**config.mk**
```make
export PLATFORM = sky130hd
export DESIGN_NAME = line_follow_pd_steering
export DESIGN_NICKNAME = d
export VERILOG_FILES = /design/src/hdl/lfpd_pkg.sv /design/src/hdl/line_follow_pd_steering.sv /design/src/hdl/lfpd_position.sv /design/src/hdl/lfpd_serial_mul.sv /design/src/hdl/lfpd_serial_div.sv
export SDC_FILE = /design/constraint.sdc
export NUM_CORES = 1
export LEC_CHECK = 0
export BUFFER_PORTS_ARGS = -buffer_cell sky130_fd_sc_hd__buf_4
export CAP_MARGIN = 5
export CORE_ASPECT_RATIO = 0.8
export CORE_UTILIZATION = 38
export CTS_BUF_LIST = sky130_fd_sc_hd__clkbuf_16
export DETAILED_ROUTE_END_ITERATION = 7
export MAX_ROUTING_LAYER = met4
export PLACE_DENSITY_LB_ADDON = 0.2
export REMOVE_ABC_BUFFERS = 1
export SLEW_MARGIN = 20
export SYNTH_ARGS = -nofsm -noshare
export SYNTH_HDL_FRONTEND = slang
export SYNTH_HIERARCHICAL = 1
export SYNTH_SLANG_ARGS = --single-unit
export TNS_END_PERCENT = 30
```
**constraint.sdc**
```tcl
create_clock -name i_clk -period 15.03 [get_ports i_clk]
set_clock_uncertainty 0.05 [all_clocks]
set_input_delay 2.2545 -clock i_clk [delete_from_list [all_inputs] [get_ports i_clk]]
set_output_delay 2.2545 -clock i_clk [all_outputs]
set_load 0.03 [all_outputs]
```
**src/hdl/lfpd_pkg.sv**
```systemverilog
// ============================================================================
// lfpd_pkg: shared types and constants of the line-follow PD steering block
// Field widths, sensor geometry, register indexes and beat structs.
// ============================================================================
package lfpd_pkg;

    // Sensor geometry
    localparam int SENSOR_COUNT = 5;
    localparam int SAMPLE_MAX   = 255;
    localparam int SAMPLE_W     = 8;
    localparam int WEIGHT_SCALE = SAMPLE_MAX + 1;
    localparam int WEIGHT_SHIFT = $clog2(WEIGHT_SCALE);

    // Field widths
    localparam int TICK_W     = 16;
    localparam int SPEED_W    = 8;
    localparam int POS_W      = 11;
    localparam int GAIN_W     = 12;
    localparam int CFG_IDX_W  = 3;
    localparam int CFG_DATA_W = 12;

    // Position constants
    localparam logic [POS_W-1:0] POS_CENTRE     = POS_W'((SENSOR_COUNT / 2) * WEIGHT_SCALE);
    localparam logic [POS_W-1:0] POS_RIGHT_EDGE = POS_W'((SENSOR_COUNT - 1) * WEIGHT_SCALE);

    // Sums over the inner sensors: weights 1, 2 and 3
    localparam int WSUM_W = 12;
    localparam int NSUM_W = 10;

    // Controller datapath
    localparam int P_SHIFT    = 5;                    // P term divides by 32
    localparam int MAG_W      = POS_W;                // |error| and |error change|
    localparam int PROD_W     = GAIN_W + MAG_W;
    localparam int MUL_CNT_W  = $clog2(GAIN_W + 1);
    localparam int PROP_W     = PROD_W - P_SHIFT;
    localparam int DIV_W      = PROD_W + 1;           // dividend / quotient shift register
    localparam int DVS_W      = TICK_W;               // divisor and partial remainder
    localparam int DIV_CNT_W  = $clog2(DIV_W + 1);
    localparam int POS_Q_W    = 10;                   // position quotient stays below 1024
    localparam int DIFF_W     = 16;
    localparam int SUM_W      = DIV_W + 2;

    // Register indexes
    localparam logic [CFG_IDX_W-1:0] CFG_MAX_SPEED   = 3'd0;
    localparam logic [CFG_IDX_W-1:0] CFG_GAIN_P      = 3'd1;
    localparam logic [CFG_IDX_W-1:0] CFG_GAIN_D      = 3'd2;
    localparam logic [CFG_IDX_W-1:0] CFG_THRESHOLD   = 3'd3;
    localparam logic [CFG_IDX_W-1:0] CFG_D_ENABLE    = 3'd4;

    // Register reset values
    localparam logic [SPEED_W-1:0]  RST_MAX_SPEED = 8'd100;
    localparam logic [GAIN_W-1:0]   RST_GAIN_P    = 12'd32;
    localparam logic [GAIN_W-1:0]   RST_GAIN_D    = 12'd0;
    localparam logic [SAMPLE_W-1:0] RST_THRESHOLD = 8'd128;
    localparam logic                RST_D_ENABLE  = 1'b1;

    // Input beat
    typedef struct packed {
        logic [SAMPLE_W-1:0] sample_left;
        logic [SAMPLE_W-1:0] sample_inner_1;
        logic [SAMPLE_W-1:0] sample_inner_2;
        logic [SAMPLE_W-1:0] sample_inner_3;
        logic [SAMPLE_W-1:0] sample_right;
        logic [TICK_W-1:0]   tick_now;
    } t_in_beat;

    // Output beat
    typedef struct packed {
        logic [SPEED_W-1:0] left_speed;
        logic [SPEED_W-1:0] right_speed;
        logic [POS_W-1:0]   line_position;
    } t_out_beat;

    // Sensor classification result
    typedef struct packed {
        logic              use_div;
        logic [POS_W-1:0]  direct_pos;
        logic [WSUM_W-1:0] wsum;
        logic [NSUM_W-1:0] nsum;
    } t_pos_info;

    // Divider launch
    typedef struct packed {
        logic                 start;
        logic [DIV_CNT_W-1:0] count;
        logic [DVS_W-1:0]     rem_init;
        logic [DIV_W-1:0]     quo_init;
        logic [DVS_W-1:0]     divisor;
    } t_div_cmd;

    // Multiplier launch, two lanes
    typedef struct packed {
        logic              start;
        logic [GAIN_W-1:0] gain_p;
        logic [MAG_W-1:0]  mag_p;
        logic [GAIN_W-1:0] gain_d;
        logic [MAG_W-1:0]  mag_d;
    } t_mul_cmd;

endpackage

```
**src/hdl/line_follow_pd_steering.sv**
```systemverilog
// ============================================================================
// line_follow_pd_steering: line position estimate and PD steering
// Sequencer around a serial divider and a two-lane serial multiplier.
// ============================================================================
// Usage:
//   Input beat (i_valid / o_stall): five sensor samples and the tick count.
//   Output beat (o_valid / i_stall): left and right motor speeds and the
//   estimated line position. One output beat per input beat, in order.
//   Registers are written through i_cfg_we / i_cfg_idx / i_cfg_wdata; the
//   user must write them only while the block is idle, which the block does
//   not enforce itself; unknown indexes are ignored.
//   Timing: one item at a time. With an inner sensor over the line the
//   bit-serial divider first forms the position (10 steps); the D term is
//   formed by the same divider (24 steps) after the 12-step serial
//   multiplier, and is skipped with the derivative disabled.
//   A finished result sits in the output register; the next item is taken
//   while it waits, and the block holds its last step until it is taken.
//   Reset (synchronous, active low) restores register defaults, centres the
//   held position and clears the previous error and tick.
// ============================================================================
module line_follow_pd_steering (
    input  logic                               i_clk,
    input  logic                               i_rst_n,
    input  logic                               i_valid,
    output logic                               o_stall,
    input  lfpd_pkg::t_in_beat                 i_data,
    output logic                               o_valid,
    input  logic                               i_stall,
    output lfpd_pkg::t_out_beat                o_data,
    input  logic                               i_cfg_we,
    input  logic [lfpd_pkg::CFG_IDX_W-1:0]     i_cfg_idx,
    input  logic [lfpd_pkg::CFG_DATA_W-1:0]    i_cfg_wdata
);

    localparam int POS_W  = lfpd_pkg::POS_W;
    localparam int SUM_W  = lfpd_pkg::SUM_W;
    localparam int DIFF_W = lfpd_pkg::DIFF_W;

    localparam logic [2:0] S_IDLE  = 3'd0;
    localparam logic [2:0] S_CLASS = 3'd1;
    localparam logic [2:0] S_POS   = 3'd2;
    localparam logic [2:0] S_ERR   = 3'd3;
    localparam logic [2:0] S_MUL   = 3'd4;
    localparam logic [2:0] S_DIV   = 3'd5;
    localparam logic [2:0] S_SAT   = 3'd6;
    localparam logic [2:0] S_OUT   = 3'd7;

    localparam logic signed [SUM_W-1:0] SAT_HI = SUM_W'(32767);
    localparam logic signed [SUM_W-1:0] SAT_LO = SUM_W'(-32768);

    // state and registers
    logic [2:0]                              r_state;
    logic [2:0]                              n_state;
    logic [lfpd_pkg::SPEED_W-1:0]            r_max_speed;
    logic [lfpd_pkg::GAIN_W-1:0]             r_gain_p;
    logic [lfpd_pkg::GAIN_W-1:0]             r_gain_d;
    logic [lfpd_pkg::SAMPLE_W-1:0]           r_threshold;
    logic                                    r_d_enable;
    lfpd_pkg::t_in_beat                      r_in;
    logic [POS_W-1:0]                        r_held;
    logic [POS_W-1:0]                        r_pos;
    logic signed [POS_W-1:0]                 r_prev_err;
    logic [lfpd_pkg::TICK_W-1:0]             r_prev_tick;
    logic [lfpd_pkg::TICK_W-1:0]             r_ticks;
    logic                                    r_err_neg;
    logic                                    r_derr_neg;
    logic [lfpd_pkg::PROP_W-1:0]             r_prop_mag;
    logic signed [DIFF_W-1:0]                r_diff;
    lfpd_pkg::t_out_beat                     r_out;
    logic                                    r_out_valid;

    // unit hookup
    lfpd_pkg::t_pos_info                     pos_info;
    lfpd_pkg::t_div_cmd                      div_cmd;
    lfpd_pkg::t_mul_cmd                      mul_cmd;
    logic                                    div_done;
    logic [lfpd_pkg::DIV_W-1:0]              div_quo;
    logic                                    mul_done;
    logic [lfpd_pkg::PROD_W-1:0]             prod_p;
    logic [lfpd_pkg::PROD_W-1:0]             prod_d;

    // datapath nets
    logic                                    accept;
    logic                                    out_load;
    logic [lfpd_pkg::DIV_W-1:0]              pos_dividend;
    logic signed [POS_W:0]                   err_ext;
    logic signed [POS_W:0]                   err_negv;
    logic signed [POS_W-1:0]                 err;
    logic signed [POS_W:0]                   derr;
    logic signed [POS_W:0]                   derr_negv;
    logic [lfpd_pkg::TICK_W-1:0]             tick_delta;
    logic signed [SUM_W-1:0]                 prop_s;
    logic signed [SUM_W-1:0]                 deriv_s;
    logic signed [SUM_W-1:0]                 diff_full;
    logic signed [DIFF_W:0]                  d_ext;
    logic signed [DIFF_W:0]                  max_ext;
    logic signed [DIFF_W:0]                  left_sum;
    lfpd_pkg::t_out_beat                     n_out;

    assign accept   = (r_state == S_IDLE) && i_valid;
    assign out_load = (r_state == S_OUT) && (!r_out_valid || !i_stall);
    assign o_stall  = (r_state != S_IDLE);
    assign o_valid  = r_out_valid;
    assign o_data   = r_out;

    lfpd_position u_position (
        .i_beat      (r_in),
        .i_threshold (r_threshold),
        .i_held      (r_held),
        .o_info      (pos_info)
    );

    lfpd_serial_mul u_mul (
        .i_clk    (i_clk),
        .i_rst_n  (i_rst_n),
        .i_cmd    (mul_cmd),
        .o_done   (mul_done),
        .o_prod_p (prod_p),
        .o_prod_d (prod_d)
    );

    lfpd_serial_div u_div (
        .i_clk      (i_clk),
        .i_rst_n    (i_rst_n),
        .i_cmd      (div_cmd),
        .o_done     (div_done),
        .o_quotient (div_quo)
    );

    // error, error change and elapsed ticks
    always_comb begin
        err_ext    = $signed({1'b0, r_pos}) - $signed({1'b0, lfpd_pkg::POS_CENTRE});
        err        = err_ext[POS_W-1:0];
        err_negv   = -err_ext;
        derr       = $signed({err[POS_W-1], err}) - $signed({r_prev_err[POS_W-1], r_prev_err});
        derr_negv  = -derr;
        tick_delta = r_in.tick_now - r_prev_tick;
    end

    // multiplier launch from the error stage
    always_comb begin
        mul_cmd.start  = (r_state == S_ERR);
        mul_cmd.gain_p = r_gain_p;
        mul_cmd.gain_d = r_gain_d;
        mul_cmd.mag_p  = err_ext[POS_W] ? err_negv[lfpd_pkg::MAG_W-1:0]
                                        : err_ext[lfpd_pkg::MAG_W-1:0];
        mul_cmd.mag_d  = derr[POS_W] ? derr_negv[lfpd_pkg::MAG_W-1:0]
                                     : derr[lfpd_pkg::MAG_W-1:0];
    end

    // divider launch: position average, then the D term
    always_comb begin
        pos_dividend = lfpd_pkg::DIV_W'({pos_info.wsum, {lfpd_pkg::WEIGHT_SHIFT{1'b0}}});
        div_cmd = '0;
        if ((r_state == S_CLASS) && pos_info.use_div) begin
            div_cmd.start    = 1'b1;
            div_cmd.count    = lfpd_pkg::DIV_CNT_W'(lfpd_pkg::POS_Q_W);
            div_cmd.rem_init = lfpd_pkg::DVS_W'(pos_dividend >> lfpd_pkg::POS_Q_W);
            div_cmd.quo_init = pos_dividend << (lfpd_pkg::DIV_W - lfpd_pkg::POS_Q_W);
            div_cmd.divisor  = lfpd_pkg::DVS_W'(pos_info.nsum);
        end else if ((r_state == S_MUL) && mul_done && r_d_enable) begin
            div_cmd.start    = 1'b1;
            div_cmd.count    = lfpd_pkg::DIV_CNT_W'(lfpd_pkg::DIV_W);
            div_cmd.rem_init = '0;
            div_cmd.quo_init = lfpd_pkg::DIV_W'(prod_d);
            div_cmd.divisor  = r_ticks;
        end
    end

    // P minus D, both truncated toward zero, then 16-bit saturation
    always_comb begin
        prop_s    = $signed(SUM_W'(r_prop_mag));
        if (r_err_neg) begin
            prop_s = -prop_s;
        end
        deriv_s   = r_d_enable ? $signed(SUM_W'(div_quo)) : '0;
        if (r_derr_neg) begin
            deriv_s = -deriv_s;
        end
        diff_full = prop_s - deriv_s;
    end

    // speed clamp against the maximum
    always_comb begin
        d_ext    = {r_diff[DIFF_W-1], r_diff};
        max_ext  = $signed({{(DIFF_W + 1 - lfpd_pkg::SPEED_W){1'b0}}, r_max_speed});
        left_sum = max_ext + d_ext;
        n_out.line_position = r_pos;
        n_out.left_speed    = r_max_speed;
        n_out.right_speed   = r_max_speed;
        if (d_ext >= max_ext) begin
            n_out.right_speed = '0;
        end else if (d_ext <= -max_ext) begin
            n_out.left_speed = '0;
        end else if (d_ext >= 0) begin
            n_out.right_speed = r_max_speed - r_diff[lfpd_pkg::SPEED_W-1:0];
        end else begin
            n_out.left_speed = left_sum[lfpd_pkg::SPEED_W-1:0];
        end
    end

    // sequencer next state
    always_comb begin
        n_state = r_state;
        unique case (r_state)
            S_IDLE: begin
                if (i_valid) n_state = S_CLASS;
            end
            S_CLASS: begin
                n_state = pos_info.use_div ? S_POS : S_ERR;
            end
            S_POS: begin
                if (div_done) n_state = S_ERR;
            end
            S_ERR: begin
                n_state = S_MUL;
            end
            S_MUL: begin
                if (mul_done) n_state = r_d_enable ? S_DIV : S_SAT;
            end
            S_DIV: begin
                if (div_done) n_state = S_SAT;
            end
            S_SAT: begin
                n_state = S_OUT;
            end
            S_OUT: begin
                if (out_load) n_state = S_IDLE;
            end
            default: n_state = S_IDLE;
        endcase
    end

    // control state, configuration and loop state
    always_ff @(posedge i_clk) begin
        if (!i_rst_n) begin
            r_state     <= S_IDLE;
            r_max_speed <= lfpd_pkg::RST_MAX_SPEED;
            r_gain_p    <= lfpd_pkg::RST_GAIN_P;
            r_gain_d    <= lfpd_pkg::RST_GAIN_D;
            r_threshold <= lfpd_pkg::RST_THRESHOLD;
            r_d_enable  <= lfpd_pkg::RST_D_ENABLE;
            r_held      <= lfpd_pkg::POS_CENTRE;
            r_prev_err  <= '0;
            r_prev_tick <= '0;
            r_out_valid <= 1'b0;
        end else begin
            r_state <= n_state;

            // register writes
            if (i_cfg_we) begin
                unique case (i_cfg_idx)
                    lfpd_pkg::CFG_MAX_SPEED: r_max_speed <= i_cfg_wdata[lfpd_pkg::SPEED_W-1:0];
                    lfpd_pkg::CFG_GAIN_P:    r_gain_p    <= i_cfg_wdata[lfpd_pkg::GAIN_W-1:0];
                    lfpd_pkg::CFG_GAIN_D:    r_gain_d    <= i_cfg_wdata[lfpd_pkg::GAIN_W-1:0];
                    lfpd_pkg::CFG_THRESHOLD: r_threshold <= i_cfg_wdata[lfpd_pkg::SAMPLE_W-1:0];
                    lfpd_pkg::CFG_D_ENABLE:  r_d_enable  <= i_cfg_wdata[0];
                    default: ;
                endcase
            end

            // error stage commits position, error and tick
            if (r_state == S_ERR) begin
                r_held      <= r_pos;
                r_prev_err  <= err;
                r_prev_tick <= r_in.tick_now;
            end

            // output register: a new load wins over the departing beat
            if (out_load) begin
                r_out_valid <= 1'b1;
            end else if (r_out_valid && !i_stall) begin
                r_out_valid <= 1'b0;
            end
        end
    end

    // payload registers
    always_ff @(posedge i_clk) begin
        if (accept) begin
            r_in <= i_data;
        end
        if ((r_state == S_CLASS) && !pos_info.use_div) begin
            r_pos <= pos_info.direct_pos;
        end
        if ((r_state == S_POS) && div_done) begin
            r_pos <= div_quo[POS_W-1:0];
        end
        if (r_state == S_ERR) begin
            r_err_neg  <= err_ext[POS_W];
            r_derr_neg <= derr[POS_W];
            r_ticks    <= (tick_delta == '0) ? lfpd_pkg::TICK_W'(1) : tick_delta;
        end
        if ((r_state == S_MUL) && mul_done) begin
            r_prop_mag <= prod_p[lfpd_pkg::PROD_W-1:lfpd_pkg::P_SHIFT];
        end
        if (r_state == S_SAT) begin
            if (diff_full > SAT_HI) begin
                r_diff <= SAT_HI[DIFF_W-1:0];
            end else if (diff_full < SAT_LO) begin
                r_diff <= SAT_LO[DIFF_W-1:0];
            end else begin
                r_diff <= diff_full[DIFF_W-1:0];
            end
        end
        if (out_load) begin
            r_out <= n_out;
        end
    end

endmodule

```
**src/hdl/lfpd_position.sv**
```systemverilog
// ============================================================================
// lfpd_position: sensor classification
// Threshold compares, inner weighted and plain sums, and the position source.
// ============================================================================
module lfpd_position (
    input  lfpd_pkg::t_in_beat                  i_beat,
    input  logic [lfpd_pkg::SAMPLE_W-1:0]       i_threshold,
    input  logic [lfpd_pkg::POS_W-1:0]          i_held,
    output lfpd_pkg::t_pos_info                 o_info
);

    logic mid;
    logic lft;
    logic rgt;
    logic [lfpd_pkg::WSUM_W-1:0] s1;
    logic [lfpd_pkg::WSUM_W-1:0] s2;
    logic [lfpd_pkg::WSUM_W-1:0] s3;

    always_comb begin
        // over-the-line flags
        mid = (i_beat.sample_inner_1 >= i_threshold) ||
              (i_beat.sample_inner_2 >= i_threshold) ||
              (i_beat.sample_inner_3 >= i_threshold);
        lft = i_beat.sample_left  >= i_threshold;
        rgt = i_beat.sample_right >= i_threshold;

        // weighted and plain sums of the inner sensors
        s1 = lfpd_pkg::WSUM_W'(i_beat.sample_inner_1);
        s2 = lfpd_pkg::WSUM_W'(i_beat.sample_inner_2);
        s3 = lfpd_pkg::WSUM_W'(i_beat.sample_inner_3);
        o_info.wsum = s1 + (s2 << 1) + (s3 << 1) + s3;
        o_info.nsum = lfpd_pkg::NSUM_W'(s1 + s2 + s3);

        // inner sensors with a zero sum keep the held position
        o_info.use_div = mid && (o_info.nsum != '0);
        if (!mid && (lft != rgt)) begin
            o_info.direct_pos = lft ? '0 : lfpd_pkg::POS_RIGHT_EDGE;
        end else begin
            o_info.direct_pos = i_held;
        end
    end

endmodule

```
**src/hdl/lfpd_serial_mul.sv**
```systemverilog
// ============================================================================
// lfpd_serial_mul: two-lane shift-add multiplier
// Gain bits are consumed LSB first, one per cycle, in both lanes at once.
// ============================================================================
module lfpd_serial_mul (
    input  logic                          i_clk,
    input  logic                          i_rst_n,
    input  lfpd_pkg::t_mul_cmd            i_cmd,
    output logic                          o_done,
    output logic [lfpd_pkg::PROD_W-1:0]   o_prod_p,
    output logic [lfpd_pkg::PROD_W-1:0]   o_prod_d
);

    localparam int ACC_W = lfpd_pkg::PROD_W + 1;

    logic                              r_busy;
    logic                              r_done;
    logic [lfpd_pkg::MUL_CNT_W-1:0]    r_cnt;
    logic [ACC_W-1:0]                  r_acc_p;
    logic [ACC_W-1:0]                  r_acc_d;
    logic [lfpd_pkg::MAG_W-1:0]        r_mag_p;
    logic [lfpd_pkg::MAG_W-1:0]        r_mag_d;
    logic [ACC_W-1:0]                  n_acc_p;
    logic [ACC_W-1:0]                  n_acc_d;

    // one add-and-shift step: upper half gains the multiplicand when bit 0 is set
    function automatic logic [ACC_W-1:0] mul_step(input logic [ACC_W-1:0] acc,
                                                  input logic [lfpd_pkg::MAG_W-1:0] mag);
        logic [lfpd_pkg::MAG_W:0] hi;
        hi = acc[ACC_W-1:lfpd_pkg::GAIN_W] + (acc[0] ? {1'b0, mag} : '0);
        return {1'b0, hi, acc[lfpd_pkg::GAIN_W-1:1]};
    endfunction

    always_comb begin
        n_acc_p = mul_step(r_acc_p, r_mag_p);
        n_acc_d = mul_step(r_acc_d, r_mag_d);
    end

    // control
    always_ff @(posedge i_clk) begin
        if (!i_rst_n) begin
            r_busy <= 1'b0;
            r_done <= 1'b0;
            r_cnt  <= '0;
        end else begin
            r_done <= 1'b0;
            if (i_cmd.start) begin
                r_busy <= 1'b1;
                r_cnt  <= lfpd_pkg::MUL_CNT_W'(lfpd_pkg::GAIN_W);
            end else if (r_busy) begin
                r_cnt <= r_cnt - 1'b1;
                if (r_cnt == lfpd_pkg::MUL_CNT_W'(1)) begin
                    r_busy <= 1'b0;
                    r_done <= 1'b1;
                end
            end
        end
    end

    // accumulators
    always_ff @(posedge i_clk) begin
        if (i_cmd.start) begin
            r_acc_p <= ACC_W'(i_cmd.gain_p);
            r_acc_d <= ACC_W'(i_cmd.gain_d);
            r_mag_p <= i_cmd.mag_p;
            r_mag_d <= i_cmd.mag_d;
        end else if (r_busy) begin
            r_acc_p <= n_acc_p;
            r_acc_d <= n_acc_d;
        end
    end

    assign o_done   = r_done;
    assign o_prod_p = r_acc_p[lfpd_pkg::PROD_W-1:0];
    assign o_prod_d = r_acc_d[lfpd_pkg::PROD_W-1:0];

endmodule

```
**src/hdl/lfpd_serial_div.sv**
```systemverilog
// ============================================================================
// lfpd_serial_div: restoring divider, one quotient bit per cycle
// Shared by the position average and the derivative term.
// ============================================================================
module lfpd_serial_div (
    input  logic                          i_clk,
    input  logic                          i_rst_n,
    input  lfpd_pkg::t_div_cmd            i_cmd,
    output logic                          o_done,
    output logic [lfpd_pkg::DIV_W-1:0]    o_quotient
);

    logic                              r_busy;
    logic                              r_done;
    logic [lfpd_pkg::DIV_CNT_W-1:0]    r_cnt;
    logic [lfpd_pkg::DVS_W-1:0]        r_rem;
    logic [lfpd_pkg::DIV_W-1:0]        r_quo;
    logic [lfpd_pkg::DVS_W-1:0]        r_dvs;
    logic [lfpd_pkg::DVS_W:0]          trial;
    logic [lfpd_pkg::DVS_W:0]          trial_sub;
    logic                              fits;

    // shift in the next dividend bit and try a subtract
    always_comb begin
        trial     = {r_rem, r_quo[lfpd_pkg::DIV_W-1]};
        trial_sub = trial - {1'b0, r_dvs};
        fits      = trial >= {1'b0, r_dvs};
    end

    // control
    always_ff @(posedge i_clk) begin
        if (!i_rst_n) begin
            r_busy <= 1'b0;
            r_done <= 1'b0;
            r_cnt  <= '0;
        end else begin
            r_done <= 1'b0;
            if (i_cmd.start) begin
                r_busy <= 1'b1;
                r_cnt  <= i_cmd.count;
            end else if (r_busy) begin
                r_cnt <= r_cnt - 1'b1;
                if (r_cnt == lfpd_pkg::DIV_CNT_W'(1)) begin
                    r_busy <= 1'b0;
                    r_done <= 1'b1;
                end
            end
        end
    end

    // remainder and quotient shift registers
    always_ff @(posedge i_clk) begin
        if (i_cmd.start) begin
            r_rem <= i_cmd.rem_init;
            r_quo <= i_cmd.quo_init;
            r_dvs <= i_cmd.divisor;
        end else if (r_busy) begin
            r_rem <= fits ? trial_sub[lfpd_pkg::DVS_W-1:0] : trial[lfpd_pkg::DVS_W-1:0];
            r_quo <= {r_quo[lfpd_pkg::DIV_W-2:0], fits};
        end
    end

    assign o_done     = r_done;
    assign o_quotient = r_quo;

endmodule
```
==> qor.csv <==
metric;value;unit
crit path time final;5.75;ns
Initial Util;0.385;
largest net degree at the start of global routing;93;
hold_buf cts;0;
drt first pass iters;5;
final-stage net count;2675;
CTS tree;done;
Vias/cell;5.35;
hold path cells;0;
row cnt;80;
GRT Util Overall;0.200;
FILL cells;5697;
PostCTS Resize Cnt;0;
setup slack after layout;9.28;ns
H-tree Lvls;2;
DP HPWL;44600;um
worst r2r src;r_in[25];
Diodes inserted;0;
Power Dens Cells;183;nW/um^2
min-delay worst type;reg -> reg;
dpl ws;9.27;ns
Worst Hold End;r_prop_mag[6];
synthesized cell area;23000;um^2
Max-Cap Viols;0;
status;finished clean;
routed len/inst;18.8;um
clk buf depth;3;
Post-CTS Setup Bufs;0;
CP bufs+invs;4;
die area;61600;um^2
HP Start;u_mul/r_acc_p[11];
routability cong.;0.911;
Ys Warns;6;
number of global-route vias before repair;16600;
Fmax achieved;174;MHz
startpoint types;flip-flop;
CP Max Fanout;92;
worst vdd ir;0.0823;mV
GRT overflow;0;
Setup TNS;0;ns
CP peak stage delay;0.81;ns
total clock buffers created by CTS;43;
slowest CP cell;or2_2;
fin crit share;0.383;
Worst Tran Pin Value;1.16;ns
mean post-synth cell area;9.97;um^2
Top delay family on crit path;simple AND/OR/NAND/NOR gates;
worst endpoint required time;15.15;ns
Mapped Cells;2310;
final WL;59800;um
max-slew violation count;0;
R2R Setup Slk;9.28;ns
Die X;277;um
antenna violations before repair;0;
IO Pins;105;
Leakage;0.0102;uW
global-route wire length before repair;94600;um
core area;59800;um^2
Vias;17000;
crit path DAT;5.87;ns
Final Util;0.434;
final setup vio count;0;
R2R Path End;u_div/o_quotient[7];
root buffer cell;clkbuf_16;
worst path cell trace;inv_1, fa_1, inv_1, ha_1, fa_1, xor2_1, or4_1, or3_1, or3_1, o31a_1, nand2_1, nor3_2, buf_4, or2_2, buf_4, or2_2;
clock latency on the worst-skew pair;0.58;ns
DRT iter0 DRCs;1200;
worst setup path class;reg -> reg;
area delta synth->final;12.6;%
final hold vios;0;
Die Y;222;um
Final ANT Viol Nets;0;
RSZ-0062 raised after global routing;false;
DR DRC count;0;
layout cells sized above 1;0.119;
clk sink count;357;
Worst setup EP type;flip-flop;
# port buffers;104;
worst reg2reg path depth;16;
relative slew slack;0.213;
clock-pin slew of the registers on the worst-case setup and hold paths;0.06;ns
## layout make-up
| type | count | area (um^2) | share of cell area |
|---|---|---|---|
| multi-input cells | 1692 | 12400 | 0.477 |
| flip-flops and latches | 357 | 9630 | 0.371 |
| clock buffers | 47 | 1180 | 0.0453 |
| well taps | 779 | 975 | 0.0376 |
| repair buffers | 116 | 871 | 0.0336 |
| inverters | 160 | 603 | 0.0232 |
| clock inverters | 32 | 304 | 0.0117 |
## worst reg2reg max path, cell delays in order (launching register included)
cell and delay, ns:
edfxtp_1 0.46, inv_1 0.10, fa_1 0.55, inv_1 0.04, ha_1 0.23, fa_1 0.43
xor2_1 0.17, or4_1 0.40, or3_1 0.33, or3_1 0.33, o31a_1 0.29, nand2_1 0.10
nor3_2 0.04, buf_4 0.23, or2_2 0.31, buf_4 0.42, or2_2 0.82
## through the flow
stage	hold slack [ns]	area [um^2]	std cells	power, uW
2_1_floorplan	0.370	22600	2209	3090
3_3_place_gp	0.385	24500	3104	3630
3_5_place_dp	0.386	24500	3104	3660
4_1_cts	0.411	25900	3183	4780
5_1_grt	0.421	25900	3183	5120
6_report	0.404	25900	3183	4760
## worst max path at each step
stage	from	endpoint	slack, ns	depth (start not counted)
after floorplan	i_valid	r_in[0]	8.31	2
after global placement	r_in[25]	u_div/o_quotient[19]	9.38	16
after detailed placement	r_d_enable	r_diff[13]	9.27	20
after CTS	r_d_enable	r_diff[13]	9.23	20
after global routing	r_d_enable	r_diff[13]	8.72	20
final	r_in[25]	u_div/o_quotient[7]	9.28	16
## placed cells by master, fill, tap and decap left out, types with 10 or more instances in the layout
cell type / count
nand2_1: 280
edfxtp_1: 248
ha_1: 196
inv_1: 169
buf_4: 116
o21ai_0: 108
dfxtp_1: 108
a21oi_1: 106
xnor2_1: 102
nor2_1: 96
a21boi_0: 78
mux2_2: 61
a21o_1: 48
clkbuf_16: 47
and3_1: 42
xor2_1: 38
and2_1: 38
nand3_1: 34
nor3_1: 33
fa_1: 33
nor2b_1: 24
nand2b_1: 24
nand4_1: 22
o31ai_1: 21
o21a_1: 20
a211oi_1: 20
mux2i_1: 19
nor4_1: 18
o21bai_1: 17
a31oi_1: 15
or3_1: 14
o211ai_1: 14
a22o_1: 12
or2_2: 10
or4_1: 10
nand3b_1: 10
## layer usage
metal,track usage,part of all wire
met5,-,0
met1,0.292,0.51
met4,0.0507,0.020
met3,0.0315,0.052
met2,0.287,0.42
## where the power goes
| part | internal, uW | switching, uW |
|---|---|---|
| Clock | 653 | 435 |
| Combinational | 891 | 1220 |
| Sequential | 1360 | 202 |
## sequential cells by signal (all words and copies together) (netlist names), 4 cells and up
signal,cells
u_mul/r_cnt,4
r_ticks,16
u_mul/r_acc_d,23
u_mul/r_mag_d,11
r_threshold,8
r_pos,11
r_max_speed,8
r_gain_d,12
u_div/r_cnt,5
o_data,27
u_div/r_rem,16
r_in,56
r_held,11
u_mul/r_mag_p,11
u_mul/r_acc_p,23
r_prop_mag,18
r_diff,16
u_div/o_quotient,24
r_gain_p,12
u_div/r_dvs,16
r_prev_tick,16
Note: power is estimated with default switching activity, not from simulation.
